$ cat config.mk
export PLATFORM = sky130hd
export DESIGN_NAME = sonar_sliding_median_filter_core_flat
export DESIGN_NICKNAME = d
export VERILOG_FILES = /design/src/sv/ssmf_pkg.sv /design/src/sv/ssmf_ifs.sv /design/src/sv/ssmf_front.sv /design/src/sv/ssmf_queue.sv /design/src/sv/ssmf_back.sv /design/src/sv/sonar_sliding_median_filter_core.sv /design/src/flat_wrapper.sv
export VERILOG_INCLUDE_DIRS = /design/src /design/src/sv
export SDC_FILE = /design/constraint.sdc
export NUM_CORES = 1
export LEC_CHECK = 0
export ABC_AREA = 1
export BUFFER_PORTS_ARGS = -buffer_cell sky130_fd_sc_hd__buf_4
export CORE_ASPECT_RATIO = 0.75
export CORE_MARGIN = 2
export CORE_UTILIZATION = 62
export DETAILED_ROUTE_END_ITERATION = 16
export PLACE_DENSITY = 0.78
export SLEW_MARGIN = 20
export SYNTH_ARGS = -nofsm -noshare
export SYNTH_HDL_FRONTEND = slang
export SYNTH_SLANG_ARGS = --single-unit
$ cat constraint.sdc
create_clock -name clk -period 7.59 [get_ports clk]
set_input_delay 1.1385 -clock clk [delete_from_list [all_inputs] [get_ports clk]]
set_output_delay 1.1385 -clock clk [all_outputs]
set_load 0.05 [all_outputs]
$ cat src/sv/sonar_sliding_median_filter_core_assert.svh
// ----------------------------------------------------------------------------
// assertion macros for the sliding median filter
// clocked on clk, quiet while rst_n is low, or always checked
// ----------------------------------------------------------------------------
`ifndef SONAR_SLIDING_MEDIAN_FILTER_CORE_ASSERT_SVH
`define SONAR_SLIDING_MEDIAN_FILTER_CORE_ASSERT_SVH

`ifndef NO_ASSERTIONS
// checked only outside reset
`define SSMF_ASSERT(lbl, prop, msg) \
  lbl: assert property (@(posedge clk) disable iff (!rst_n) prop) else $error(msg);
// checked at every edge, reset included
`define SSMF_ASSERT_ALWAYS(lbl, prop, msg) \
  lbl: assert property (@(posedge clk) prop) else $error(msg);
`else
`define SSMF_ASSERT(lbl, prop, msg)
`define SSMF_ASSERT_ALWAYS(lbl, prop, msg)
`endif

`endif

$ cat src/sv/ssmf_pkg.sv
// ----------------------------------------------------------------------------
// ssmf_pkg
// shared constants, types and state codes of the sliding median filter
// ----------------------------------------------------------------------------
package ssmf_pkg;

  localparam int unsigned DIST_W      = 16;
  localparam int unsigned WINDOW      = 5;
  localparam int unsigned IDX_W       = $clog2(WINDOW);
  localparam int unsigned WPOS_W      = $clog2(WINDOW + 1);
  localparam int unsigned MID_LO      = (WINDOW - 1) / 2;
  localparam int unsigned MID_HI      = WINDOW / 2;
  localparam int unsigned QUEUE_DEPTH = 2;
  localparam int unsigned QPTR_W      = (QUEUE_DEPTH > 1) ? $clog2(QUEUE_DEPTH) : 1;
  localparam int unsigned QCNT_W      = $clog2(QUEUE_DEPTH + 1);

  localparam logic [DIST_W-1:0] MIN_VALID_RESET = 16'd5;

  // one classified sample handed from front to back
  typedef struct packed {
    logic [DIST_W-1:0] sample;
    logic [DIST_W-1:0] kept;
    logic [IDX_W-1:0]  pos;
    logic              full;
  } ssmf_job_t;

  typedef enum logic [1:0] {
    BK_IDLE,
    BK_RANK,
    BK_DONE
  } ssmf_back_state_t;

endpackage

$ cat src/sv/ssmf_ifs.sv
// ----------------------------------------------------------------------------
// ssmf channel interfaces
// sample input, filtered result and configuration write channels
// ----------------------------------------------------------------------------
interface ssmf_in_if;
  logic                           valid;
  logic                           ready;
  logic [ssmf_pkg::DIST_W-1:0]    sample_distance;

  modport source (output valid, output sample_distance, input ready);
  modport sink   (input valid, input sample_distance, output ready);
endinterface

interface ssmf_out_if;
  logic                           valid;
  logic                           ready;
  logic [ssmf_pkg::DIST_W-1:0]    filtered_distance;
  logic                           median_valid;

  modport source (output valid, output filtered_distance, output median_valid, input ready);
  modport sink   (input valid, input filtered_distance, input median_valid, output ready);
endinterface

interface ssmf_cfg_if;
  logic                           valid;
  logic                           ready;
  logic [ssmf_pkg::DIST_W-1:0]    data;

  modport source (output valid, output data, input ready);
  modport sink   (input valid, input data, output ready);
endinterface

$ cat src/sv/ssmf_front.sv
// ----------------------------------------------------------------------------
// ssmf_front
// accepts samples, replaces invalid ones and assigns window slots
// ----------------------------------------------------------------------------
module ssmf_front (
  input  logic                 clk,
  input  logic                 rst_n,
  ssmf_in_if.sink              in_ch,
  ssmf_cfg_if.sink             cfg_ch,
  output logic                 push_valid,
  input  logic                 push_ready,
  output ssmf_pkg::ssmf_job_t  push_job
);

  logic [ssmf_pkg::DIST_W-1:0] min_valid_r;
  logic [ssmf_pkg::WPOS_W-1:0] wpos_r, wpos_nxt;
  logic                        full_r, full_nxt;
  logic [ssmf_pkg::DIST_W-1:0] last_r, last_nxt;

  logic                        wrap;
  logic [ssmf_pkg::WPOS_W-1:0] pos;
  logic [ssmf_pkg::DIST_W-1:0] kept;
  logic                        accept;

  assign cfg_ch.ready = 1'b1;
  assign in_ch.ready  = push_ready;
  assign push_valid   = in_ch.valid;
  assign accept       = in_ch.valid && push_ready;

  always_comb begin
    wrap     = (wpos_r >= ssmf_pkg::WPOS_W'(ssmf_pkg::WINDOW));
    pos      = wrap ? '0 : wpos_r;
    kept     = (in_ch.sample_distance > min_valid_r) ? in_ch.sample_distance : last_r;
    wpos_nxt = pos + ssmf_pkg::WPOS_W'(1);
    full_nxt = full_r || wrap;
    last_nxt = kept;
  end

  always_comb begin
    push_job.sample = in_ch.sample_distance;
    push_job.kept   = kept;
    push_job.pos    = pos[ssmf_pkg::IDX_W-1:0];
    push_job.full   = full_nxt;
  end

  always_ff @(posedge clk) begin
    if (!rst_n) begin
      min_valid_r <= ssmf_pkg::MIN_VALID_RESET;
    end else if (cfg_ch.valid) begin
      min_valid_r <= cfg_ch.data;
    end
  end

  always_ff @(posedge clk) begin
    if (!rst_n) begin
      wpos_r <= '0;
      full_r <= 1'b0;
      last_r <= '0;
    end else if (accept) begin
      wpos_r <= wpos_nxt;
      full_r <= full_nxt;
      last_r <= last_nxt;
    end
  end

endmodule

$ cat src/sv/ssmf_queue.sv
// ----------------------------------------------------------------------------
// ssmf_queue
// short fifo of classified samples between front and back
// ----------------------------------------------------------------------------
module ssmf_queue (
  input  logic                 clk,
  input  logic                 rst_n,
  input  logic                 push_valid,
  output logic                 push_ready,
  input  ssmf_pkg::ssmf_job_t  push_job,
  output logic                 pop_valid,
  input  logic                 pop,
  output ssmf_pkg::ssmf_job_t  pop_job
);

  ssmf_pkg::ssmf_job_t         slot_r [ssmf_pkg::QUEUE_DEPTH];
  logic [ssmf_pkg::QPTR_W-1:0] wr_ptr_r, wr_ptr_nxt;
  logic [ssmf_pkg::QPTR_W-1:0] rd_ptr_r, rd_ptr_nxt;
  logic [ssmf_pkg::QCNT_W-1:0] count_r, count_nxt;
  logic                        do_push;
  logic                        do_pop;

  assign push_ready = (count_r != ssmf_pkg::QCNT_W'(ssmf_pkg::QUEUE_DEPTH));
  assign pop_valid  = (count_r != '0);
  assign pop_job    = slot_r[rd_ptr_r];
  assign do_push    = push_valid && push_ready;
  assign do_pop     = pop && pop_valid;

  always_comb begin
    wr_ptr_nxt = wr_ptr_r;
    rd_ptr_nxt = rd_ptr_r;
    count_nxt  = count_r;
    if (do_push) begin
      wr_ptr_nxt = (wr_ptr_r == ssmf_pkg::QPTR_W'(ssmf_pkg::QUEUE_DEPTH - 1)) ?
                   '0 : wr_ptr_r + ssmf_pkg::QPTR_W'(1);
    end
    if (do_pop) begin
      rd_ptr_nxt = (rd_ptr_r == ssmf_pkg::QPTR_W'(ssmf_pkg::QUEUE_DEPTH - 1)) ?
                   '0 : rd_ptr_r + ssmf_pkg::QPTR_W'(1);
    end
    if (do_push && !do_pop) begin
      count_nxt = count_r + ssmf_pkg::QCNT_W'(1);
    end else if (do_pop && !do_push) begin
      count_nxt = count_r - ssmf_pkg::QCNT_W'(1);
    end
  end

  always_ff @(posedge clk) begin
    if (do_push) begin
      slot_r[wr_ptr_r] <= push_job;
    end
  end

  always_ff @(posedge clk) begin
    if (!rst_n) begin
      wr_ptr_r <= '0;
      rd_ptr_r <= '0;
      count_r  <= '0;
    end else begin
      wr_ptr_r <= wr_ptr_nxt;
      rd_ptr_r <= rd_ptr_nxt;
      count_r  <= count_nxt;
    end
  end

endmodule

$ cat src/sv/ssmf_back.sv
// ----------------------------------------------------------------------------
// ssmf_back
// window store, rank-count median search and output register
// ----------------------------------------------------------------------------
`include "sonar_sliding_median_filter_core_assert.svh"

module ssmf_back (
  input  logic                 clk,
  input  logic                 rst_n,
  input  logic                 pop_valid,
  output logic                 pop,
  input  ssmf_pkg::ssmf_job_t  pop_job,
  ssmf_out_if.source           out_ch
);

  ssmf_pkg::ssmf_back_state_t  state_r, state_nxt;

  logic [ssmf_pkg::DIST_W-1:0] store_r [ssmf_pkg::WINDOW];
  logic [ssmf_pkg::IDX_W-1:0]  rank_cnt_r, rank_cnt_nxt;
  logic [ssmf_pkg::DIST_W-1:0] sample_r;
  logic                        full_job_r;
  logic [ssmf_pkg::DIST_W-1:0] lo_r, hi_r;
  logic                        out_valid_r;
  logic [ssmf_pkg::DIST_W-1:0] out_dist_r;
  logic                        out_med_r;

  logic                        out_free;
  logic                        rank_step;
  logic                        out_load;
  logic [ssmf_pkg::DIST_W-1:0] cand;
  logic [ssmf_pkg::WINDOW-1:0] below;
  logic [ssmf_pkg::IDX_W-1:0]  rank;
  logic [ssmf_pkg::DIST_W:0]   mid_sum;
  logic [ssmf_pkg::DIST_W-1:0] result;

  assign out_free = !out_valid_r || out_ch.ready;

  // next state
  always_comb begin
    state_nxt = state_r;
    case (state_r)
      ssmf_pkg::BK_IDLE: begin
        if (pop_valid) begin
          state_nxt = pop_job.full ? ssmf_pkg::BK_RANK : ssmf_pkg::BK_DONE;
        end
      end
      ssmf_pkg::BK_RANK: begin
        if (rank_cnt_r == ssmf_pkg::IDX_W'(ssmf_pkg::WINDOW - 1)) begin
          state_nxt = ssmf_pkg::BK_DONE;
        end
      end
      ssmf_pkg::BK_DONE: begin
        if (out_free) begin
          state_nxt = ssmf_pkg::BK_IDLE;
        end
      end
      default: state_nxt = ssmf_pkg::BK_IDLE;
    endcase
  end

  // state outputs
  always_comb begin
    pop       = 1'b0;
    rank_step = 1'b0;
    out_load  = 1'b0;
    case (state_r)
      ssmf_pkg::BK_IDLE: pop       = pop_valid;
      ssmf_pkg::BK_RANK: rank_step = 1'b1;
      ssmf_pkg::BK_DONE: out_load  = out_free;
      default: begin
        pop = 1'b0;
      end
    endcase
  end

  // rank of the candidate: entries below it, ties broken by slot order
  always_comb begin
    cand = store_r[rank_cnt_r];
    for (int j = 0; j < ssmf_pkg::WINDOW; j++) begin
      below[j] = (store_r[j] < cand) ||
                 ((store_r[j] == cand) && (ssmf_pkg::IDX_W'(j) < rank_cnt_r));
    end
    rank = ssmf_pkg::IDX_W'($countones(below));
  end

  always_comb begin
    // counter returns to zero after the last candidate
    rank_cnt_nxt = (rank_step && (rank_cnt_r != ssmf_pkg::IDX_W'(ssmf_pkg::WINDOW - 1))) ?
                   rank_cnt_r + ssmf_pkg::IDX_W'(1) : '0;
    mid_sum      = {1'b0, lo_r} + {1'b0, hi_r};
    result       = full_job_r ? mid_sum[ssmf_pkg::DIST_W:1] : sample_r;
  end

  always_ff @(posedge clk) begin
    if (pop) begin
      store_r[pop_job.pos] <= pop_job.kept;
      sample_r             <= pop_job.sample;
      full_job_r           <= pop_job.full;
    end
    if (rank_step && (rank == ssmf_pkg::IDX_W'(ssmf_pkg::MID_LO))) begin
      lo_r <= cand;
    end
    if (rank_step && (rank == ssmf_pkg::IDX_W'(ssmf_pkg::MID_HI))) begin
      hi_r <= cand;
    end
    if (out_load) begin
      out_dist_r <= result;
      out_med_r  <= full_job_r;
    end
  end

  always_ff @(posedge clk) begin
    if (!rst_n) begin
      state_r     <= ssmf_pkg::BK_IDLE;
      rank_cnt_r  <= '0;
      out_valid_r <= 1'b0;
    end else begin
      state_r    <= state_nxt;
      rank_cnt_r <= rank_cnt_nxt;
      if (out_load) begin
        out_valid_r <= 1'b1;
      end else if (out_ch.ready) begin
        out_valid_r <= 1'b0;
      end
    end
  end

  assign out_ch.valid             = out_valid_r;
  assign out_ch.filtered_distance = out_dist_r;
  assign out_ch.median_valid      = out_med_r;

  `SSMF_ASSERT(a_rank_only_full, (state_r == ssmf_pkg::BK_RANK) |-> full_job_r, "rank pass on a filling window")
  `SSMF_ASSERT(a_out_from_done, $rose(out_valid_r) |-> ($past(state_r) == ssmf_pkg::BK_DONE), "result appeared outside done")
  `SSMF_ASSERT(a_done_to_idle, (state_r == ssmf_pkg::BK_DONE && out_free) |=> (state_r == ssmf_pkg::BK_IDLE && out_valid_r), "done did not hand off result")
  `SSMF_ASSERT(a_rank_cnt_range, rank_cnt_r <= ssmf_pkg::IDX_W'(ssmf_pkg::WINDOW - 1), "rank counter past window")

endmodule

$ cat src/sv/sonar_sliding_median_filter_core.sv
// ----------------------------------------------------------------------------
// sonar_sliding_median_filter_core
// sliding window median of sonar distance samples with invalid-sample hold
// ----------------------------------------------------------------------------
//
//  channel  | dir | payload                              | transfer when
//  ---------+-----+--------------------------------------+----------------------
//  in_ch    | in  | sample_distance[15:0]                | valid && ready
//  out_ch   | out | filtered_distance[15:0], median_valid| valid && ready
//  cfg_ch   | in  | data[15:0] -> min_valid_distance     | valid && ready
//
//  a sample taken while the window is filling goes from idle straight to done
//  in the back part, one taken once the window is full passes idle, rank and done:
//  the rank search walks one candidate per cycle over the window registers
//  front accepts in the same cycle the queue has room, so up to two samples
//  wait while the back ranks and the output register waits on out_ch.ready
//  rst_n is synchronous, active low; min_valid_distance resets to 5, the
//  window slots carry no reset and are all written before the first median
//  cfg_ch is always ready; writes are expected only while the block is idle
//
`include "sonar_sliding_median_filter_core_assert.svh"

module sonar_sliding_median_filter_core (
  input  logic        clk,
  input  logic        rst_n,
  ssmf_in_if.sink     in_ch,
  ssmf_out_if.source  out_ch,
  ssmf_cfg_if.sink    cfg_ch
);

  // front to queue
  logic                 push_valid;
  logic                 push_ready;
  ssmf_pkg::ssmf_job_t  push_job;

  // queue to back
  logic                 pop_valid;
  logic                 pop;
  ssmf_pkg::ssmf_job_t  pop_job;

  // classify: hold last kept value for invalid samples, pick the slot
  ssmf_front u_front (
    .clk        (clk),
    .rst_n      (rst_n),
    .in_ch      (in_ch),
    .cfg_ch     (cfg_ch),
    .push_valid (push_valid),
    .push_ready (push_ready),
    .push_job   (push_job)
  );

  // decouples sample intake from the median search
  ssmf_queue u_queue (
    .clk        (clk),
    .rst_n      (rst_n),
    .push_valid (push_valid),
    .push_ready (push_ready),
    .push_job   (push_job),
    .pop_valid  (pop_valid),
    .pop        (pop),
    .pop_job    (pop_job)
  );

  // window write, rank search and registered result
  ssmf_back u_back (
    .clk       (clk),
    .rst_n     (rst_n),
    .pop_valid (pop_valid),
    .pop       (pop),
    .pop_job   (pop_job),
    .out_ch    (out_ch)
  );

  // nothing enters the queue unless the front saw room
  `SSMF_ASSERT(a_push_has_room, push_valid && push_ready |-> in_ch.ready, "push without intake handshake")
  // no job, filling or full, carries a slot index beyond the window
  `SSMF_ASSERT(a_slot_in_range, pop_valid |-> (pop_job.pos <= ssmf_pkg::IDX_W'(ssmf_pkg::WINDOW - 1)), "slot index out of window")
  // a pop only happens on a waiting job
  `SSMF_ASSERT(a_pop_on_valid, pop |-> pop_valid, "pop from empty queue")

endmodule

$ cat src/flat_wrapper.sv
// flat-port wrapper written by rule: the top's interface ports become plain ports
module sonar_sliding_median_filter_core_flat 
  (clk, rst_n, in_ch_valid, in_ch_sample_distance, in_ch_ready, out_ch_valid, out_ch_filtered_distance, out_ch_median_valid, out_ch_ready, cfg_ch_valid, cfg_ch_data, cfg_ch_ready);
  ssmf_in_if in_ch_i ();
  ssmf_out_if out_ch_i ();
  ssmf_cfg_if cfg_ch_i ();
  input  logic clk;
  input  logic rst_n;
  input wire logic [$bits(in_ch_i.valid)-1:0] in_ch_valid;
  input wire logic [$bits(in_ch_i.sample_distance)-1:0] in_ch_sample_distance;
  output wire logic [$bits(in_ch_i.ready)-1:0] in_ch_ready;
  output wire logic [$bits(out_ch_i.valid)-1:0] out_ch_valid;
  output wire logic [$bits(out_ch_i.filtered_distance)-1:0] out_ch_filtered_distance;
  output wire logic [$bits(out_ch_i.median_valid)-1:0] out_ch_median_valid;
  input wire logic [$bits(out_ch_i.ready)-1:0] out_ch_ready;
  input wire logic [$bits(cfg_ch_i.valid)-1:0] cfg_ch_valid;
  input wire logic [$bits(cfg_ch_i.data)-1:0] cfg_ch_data;
  output wire logic [$bits(cfg_ch_i.ready)-1:0] cfg_ch_ready;
  assign in_ch_i.valid = in_ch_valid;
  assign in_ch_i.sample_distance = in_ch_sample_distance;
  assign in_ch_ready = in_ch_i.ready;
  assign out_ch_valid = out_ch_i.valid;
  assign out_ch_filtered_distance = out_ch_i.filtered_distance;
  assign out_ch_median_valid = out_ch_i.median_valid;
  assign out_ch_i.ready = out_ch_ready;
  assign cfg_ch_i.valid = cfg_ch_valid;
  assign cfg_ch_i.data = cfg_ch_data;
  assign cfg_ch_ready = cfg_ch_i.ready;
  sonar_sliding_median_filter_core u_core (.clk(clk), .rst_n(rst_n), .in_ch(in_ch_i), .out_ch(out_ch_i), .cfg_ch(cfg_ch_i));
endmodule
==> impl_metrics.toml, run 1 <==
[outcome]
status = "completed"

[power_and_ir_drop]
total_power_mw = 5.39
combPwrFrac_pct = 28.5
ir_drop_mv = 0.284
sequentialPowerShare_pct = 43.4
leakagePower_nw = 6.13
clkPwrFrac_pct = 28.1
p_sw_mw = 1.74
power_density_nw_per_um2 = 348
intPower_mw = 3.65
netSwitchingFraction_pct = 32.2

[synth]
synth_area_leaders = "edfxtp_1, ha_1, dfxtp_1"
async_flop_share_pct = 0
ys_seq_area_share_pct = 61.5
synth_area_leader_cell = "edfxtp_1"
synth_top_area_share_pct = 54.7
yosys_warnings = 0
netlist_area_sq_um = 13700
yosysUniqueCellTypes = 46
synth_commonest_cells = "edfxtp_1, nor2_1, nand2_1"
synth_edf_count = 250
syn_area_per_cell_sq_um = 11.6
synthCells = 1180
ys_seq_elements = 297
synth_nets = 1320
synth.most_common_cell = "edfxtp_1"
ys.flop_type = "edfxtp_1"

[grt]
overflow = 0
grt_pass1_wl_mm = 50.2
grt_max_degree = 69
antenna_found_initial = 0
grt_pass1_vias = 8958
track_usage_pct = 28.1

[setup_path]
arrival_ns = 6.70
cp_max_fo = 21
required_ns = 7.83
critPathCaptureType = "register"
cp-start-kind = "register"
worstSetupPathType = "register to register"

[drt]
antenna_left = 0
wire_per_inst_microns = 20.9
drc = 0
wirelength_mm = 32.6
num_vias = 9219
firstDrtPassIters = 6
drtIter0Drc = 910
drt-vias-per-instance = 5.92

[sta]
layout_setup_ws_ns = 1.13
hold_viol = 0
fmax_ghz = 0.155
finalMaxSlewViolations = 0
final.setup.tns_ns = 0
slew_headroom_pct = 33.2
finClkSkew_ns = 0.0145
final.min_clock_period_ns = 6.46
worst_pin_slew_ns = 1.00
setup_viol = 0
rsz0062_at_grt = "false"
fin_crit_sh_pct = 85.1

[die]
die_w_microns = 176
dieArea_sq_um = 23400
ioPinCount = 57
initial_core_util_pct = 62.7
rows = 47
die_h_microns = 133
coreArea_sq_um = 21900

[finish]
ff_latch_area_sq_um = 8450
nets = 1382
fin_cells = 1558
n_fill_cell = 1567
syn2layout_area_growth_pct = 12.9
diodes = 0
multi_input_area_sq_um = 4700
drive_above_1_share_pct = 15.7

[clock_network]
clock_latency_ns = 0.54
htreeDepth = 1
post_cts_buffers = 0
cts_tree = "yes"
cts_resized = 0
clk_pin_slew_ns = 0.06
cts_hold_buf = 0
ctsRootBufferMaster = "clkbuf_16"
clkSinkCount = 297
cts_buffers = 28
clockBufferDepth = 3

[placement]
preCtsSetupSlack_ns = 1.51
dp_hpwl_mm = 21.9
place.port_buffers = 55
post-place-cells = 1504
gp_congestion = 0.893

[flow_run]
timing.max_cap.violations = 0

[worst_hold_path]
min_path_type = "register to register"
==> layout by cell type, fill, tap and decap left out, types with 2 or more instances in the layout <==
| cell | count |
|---|---|
| edfxtp_1 | 250 |
| nand2_1 | 132 |
| nor2_1 | 131 |
| o21ai_0 | 101 |
| ha_1 | 101 |
| inv_1 | 97 |
| a21oi_1 | 73 |
| buf_4 | 71 |
| nand3_1 | 62 |
| mux2_2 | 48 |
| dfxtp_1 | 46 |
| clkbuf_16 | 29 |
| o21a_1 | 20 |
| o22ai_1 | 16 |
| nand2_2 | 11 |
| clkbuf_8 | 6 |
| nand4_1 | 5 |
| nor3_1 | 5 |
| clkbuf_1 | 5 |
| bufinv_16 | 5 |
| o211ai_1 | 4 |
| clkinv_2 | 4 |
| nand2_4 | 3 |
| o21ai_1 | 3 |
| inv_2 | 2 |
| a21oi_2 | 2 |
| or2_2 | 2 |
| nor2_2 | 2 |
| a21o_1 | 2 |
| o21bai_1 | 2 |
| nor2_4 | 2 |
| fa_1 | 2 |
| clkinvlp_4 | 2 |
==> through the flow <==
step	utilization, %	hold slack (ns)	area, sq um
floorplan	-	0.424	13700
global placement	65.9	0.434	14400
detailed placement	65.9	0.444	14400
CTS	70.6	0.452	15400
global route	70.8	0.474	15500
finish	70.8	0.451	15500
==> cell type report <==
cell class              instances  area share, %
repair buffers                 73           3.75
flip-flops and latches        297           54.5
well taps                     294           2.37
clock inverters                12           1.25
inverters                      99           2.40
clock buffers                  40           5.34
multi-input cells             743           30.4
==> logic make-up after synthesis <==
| group | share of synthesized area, % |
|---|---|
| and+or+nand+nor | 11.3 |
| DFF | 61.5 |
| AOI/OAI and AO/OA | 9.17 |
| buffers and inverters | 4.35 |
| adders and majority gates | 9.50 |
| muxes | 4.01 |
| other | 0.0273 |
| xor gates and xnor gates | 0.0638 |
==> flip-flops by register name, summed over array words and instances, names as in the netlist, named ones only <==
register and flops:
u_core.u_back.store_r 128, u_core.u_queue.slot_r 72, u_core.u_back.hi_r 16, u_core.u_back.out_ch.filtered_distance 16, u_core.u_back.sample_r 16, u_core.u_front.last_r 16, u_core.u_front.min_valid_r 16, u_core.u_back.rank_cnt_r 3
u_core.u_front.wpos_r 3, u_core.u_back.state_r 2, u_core.u_queue.count_r 2, u_core.u_back.full_job_r 1, u_core.u_back.out_ch.median_valid 1, u_core.u_back.out_ch.valid 1, u_core.u_front.full_r 1, u_core.u_queue.rd_ptr_r 1
u_core.u_queue.wr_ptr_r 1
==> per-layer routing <==
metal	wire length [microns]	track usage, %
met5	0	0
met1	14500	40.6
met2	14800	44.0
met3	2530	5.86
met4	746	6.98
==> power by group through the flow <==
| stage | clock network [mW] | registers [mW] | logic [mW] |
|---|---|---|---|
| after floorplan | 0 | 2.39 | 0.967 |
| after global placement | 0 | 2.36 | 1.43 |
| after detailed placement | 0 | 2.37 | 1.49 |
| after CTS | 1.54 | 2.34 | 1.52 |
| after global routing | 1.60 | 2.36 | 1.70 |
| final | 1.51 | 2.34 | 1.54 |
==> path summary, 6_finish.rpt <==
path                                          startpoint                                   end  slack, ns  cells past startpoint
setup / recovery  u_core.u_back.rank_cnt_r[1]$_SDFF_PN0_      u_core.u_back.hi_r[13]$_DFFE_PP_       1.13                     18
hold / removal      u_core.u_queue.rd_ptr_r$_SDFFE_PN0P_  u_core.u_queue.rd_ptr_r$_SDFFE_PN0P_       0.45                      1
setup reg to reg  u_core.u_back.rank_cnt_r[1]$_SDFF_PN0_      u_core.u_back.hi_r[13]$_DFFE_PP_       1.13                     18
hold reg to reg     u_core.u_queue.rd_ptr_r$_SDFFE_PN0P_  u_core.u_queue.rd_ptr_r$_SDFFE_PN0P_       0.45                      1
==> worst max-delay path, cell delays in order, from the launching register on <==
cell       delay (ns)
dfxtp_1          0.96
inv_1            0.60
nor2_2           0.92
o21a_1           0.21
o21ai_0          0.08
nand3_1          0.14
inv_1            0.14
ha_1             0.32
nand2_1          0.07
nor2_1           0.14
nand2_1          0.14
a2111oi_0        0.42
a21oi_1          0.13
fa_1             0.58
inv_1            0.06
fa_1             0.41
ha_1             0.28
nor4b_2          0.26
buf_4            0.28
No activity file was read; power rests on OpenSTA's default activity.
==> run 2, diff against run 1 <==
--- a/config.mk
+++ b/config.mk
@@ -10,9 +10,9 @@
 export BUFFER_PORTS_ARGS = -buffer_cell sky130_fd_sc_hd__buf_4
 export CORE_ASPECT_RATIO = 0.75
 export CORE_MARGIN = 2
-export CORE_UTILIZATION = 62
+export CORE_UTILIZATION = 67
 export DETAILED_ROUTE_END_ITERATION = 16
-export PLACE_DENSITY = 0.78
+export PLACE_DENSITY = 0.84
 export SLEW_MARGIN = 20
 export SYNTH_ARGS = -nofsm -noshare
 export SYNTH_HDL_FRONTEND = slang
==> constraint.sdc (replaced) <==
create_clock -name clk -period 7.7 [get_ports clk]
set_input_delay 1.155 -clock clk [delete_from_list [all_inputs] [get_ports clk]]
set_output_delay 1.155 -clock clk [all_outputs]
set_load 0.05 [all_outputs]
==> run 2 against run 1 <==
Net effect: via count grew 2.0%; combinational power is essentially flat; design area shrank 0.89%; non-clock buffer count shrank 2; die area shrank 7.3%; final cell count shrank 2.6%; sequential cell count is the same; maximum frequency grew 11%; sequential share of layout area grew 0.49 points; clock-buffer cell count shrank 5.
==> impl_metrics.toml, run 2 (synthesis results as in run 1) <==
[outcome]
status = "completed"

[clock_network]
clockBufferDepth = 3
htreeDepth = 1
clock_latency_ns = 0.54
cts_hold_buf = 0
cts_resized = 0
post_cts_buffers = 0
clkSinkCount = 297
clk_pin_slew_ns = 0.07
ctsRootBufferMaster = "clkbuf_16"
cts_tree = "yes"
cts_buffers = 27

[sta]
finClkSkew_ns = 0.0162
rsz0062_at_grt = "false"
final.min_clock_period_ns = 5.81
finalMaxSlewViolations = 0
whs_ns = 0.464
final.setup.tns_ns = 0
hold_viol = 0
slew_headroom_pct = 43.1
fmax_ghz = 0.172
fin_crit_sh_pct = 75.4
worst_pin_slew_ns = 0.854
setup_viol = 0

[die]
rows = 45
dieArea_sq_um = 21700
die_h_microns = 128
ioPinCount = 57
die_w_microns = 169
coreArea_sq_um = 20200
initial_core_util_pct = 68.1

[drt]
wire_per_inst_microns = 21.9
drtIter0Drc = 1111
antenna_left = 0
drc = 0
wirelength_mm = 33.3
firstDrtPassIters = 6
num_vias = 9403
drt-vias-per-instance = 6.20

[setup_path]
arrival_ns = 6.01
max_stage_delay_ns = 0.62
critPathCaptureType = "register"
worstSetupPathType = "register to register"
critical_path.top_delay_family = "buffers and inverters"
required_ns = 7.90
path_cells = "buf_4 -> inv_1 -> buf_4 -> o21ai_0 -> o22ai_1 -> nand2_1 -> nand3_1 -> inv_1 -> ha_1 -> nand2_1 -> nor2_1 -> nand2_1 -> a2111oi_0 -> a21oi_1 -> fa_1 -> inv_1 -> fa_1 -> ha_1 -> nor4b_2 -> buf_4"
cp-start-kind = "register"
crit_buf_inv = 6
cp_max_fo = 69
critPathSlowestCell = "inv_1"

[grt]
grt_pass1_wl_mm = 50.2
overflow = 0
grt_pass1_vias = 8799
grt_max_degree = 70
track_usage_pct = 31.2
antenna_found_initial = 0

[placement]
gp_congestion = 0.944
post-place-cells = 1466
dp_hpwl_mm = 22.6
place.port_buffers = 55

[finish]
layout_commonest_cell = "edfxtp_1"
drive_above_1_share_pct = 15.4
fin_cells = 1517
top_register = "u_core.u_back.store_r"
n_fill_cell = 1236
diodes = 0
multi_input_area_sq_um = 4730
top_regs = "u_core.u_back.store_r (128), u_core.u_queue.slot_r (72)"
largest_reg_flops = 128
ff_latch_area_sq_um = 8450
nets = 1379
syn2layout_area_growth_pct = 11.9
final_cell_mix = "edfxtp_1, nand2_1, nor2_1"

[power_and_ir_drop]
power_density_nw_per_um2 = 341
intPower_mw = 3.50
netSwitchingFraction_pct = 33.2
leakagePower_nw = 6.07
sequentialPowerShare_pct = 44.2
combPwrFrac_pct = 29.3
ir_drop_mv = 0.308
p_sw_mw = 1.74
clkPwrFrac_pct = 26.5

[worst_hold_path]
min_path_type = "register to register"

[flow_run]
timing.max_cap.violations = 0
==> run 2: changes by cell type in the layout (fill, tap and decap cells not counted), sizes merged <==
| cell | change |
|---|---|
| bufinv | -1 |
| clkbuf | -5 |
| buf | -2 |
| clkinv | +3 |
==> run 2: routing by layer <==
| layer | up-vias | routed length [microns] | GRT usage (%) |
|---|---|---|---|
| met3 | 70 | 4190 | 8.61 |
| met1 | 4461 | 13800 | 46.8 |
| li1 | 4311 | - | - |
| met4 | 0 | 910 | 8.85 |
| met5 | - | 0 | 0 |
| met2 | 561 | 14400 | 45.1 |
==> run 2: final cells by class <==
| type | count | area share, % |
|---|---|---|
| clock buffers | 35 | 4.86 |
| repair buffers | 71 | 3.68 |
| multi-input cells | 743 | 30.8 |
| flip-flops and latches | 297 | 55.0 |
| clock inverters | 14 | 1.14 |
| inverters | 99 | 2.42 |
| well taps | 258 | 2.10 |
==> run 2: power groups by stage <==
| stage | Sequential (mW) | Combinational [mW] | Clock (mW) |
|---|---|---|---|
| 2_1_floorplan | 2.36 | 0.954 | 0 |
| 4_1_cts | 2.32 | 1.49 | 1.40 |
| 6_report | 2.32 | 1.54 | 1.39 |
| 3_5_place_dp | 2.35 | 1.47 | 0 |
| 5_1_grt | 2.34 | 1.68 | 1.46 |
| 3_3_place_gp | 2.34 | 1.41 | 0 |
==> run 2: worst min-delay path: cells and delay by family (launching register included) <==
family	cells	cell delay [ns]
AOI/OAI and AO/OA	1	0.06
buffers and inverters	1	0.06
DFF	1	0.30
==> run 2: per-stage QoR <==
stage / setup WS (ns) / power [mW] / utilization (%) / area, sq um
floorplan: 2.17 / 3.31 / - / 13700
global placement: 2.23 / 3.75 / 71.3 / 14400
detailed placement: 2.09 / 3.82 / 71.3 / 14400
CTS: 2.07 / 5.20 / 75.9 / 15300
global route: 1.63 / 5.47 / 76.2 / 15400
finish: 1.89 / 5.24 / 76.2 / 15400
==> run 2: final timing paths <==
check | start | to | slack [ns] | cells after the start
setup / recovery | u_core.u_back.rank_cnt_r[0]$_SDFF_PN0_ | u_core.u_back.hi_r[3]$_DFFE_PP_ | 1.89 | 20
hold / removal | u_core.u_front.min_valid_r[13]$_SDFFE_PN0P_ | u_core.u_front.min_valid_r[13]$_SDFFE_PN0P_ | 0.46 | 2
hold reg to reg | u_core.u_front.min_valid_r[13]$_SDFFE_PN0P_ | u_core.u_front.min_valid_r[13]$_SDFFE_PN0P_ | 0.46 | 2
setup reg to reg | u_core.u_back.rank_cnt_r[0]$_SDFF_PN0_ | u_core.u_back.hi_r[3]$_DFFE_PP_ | 1.89 | 20
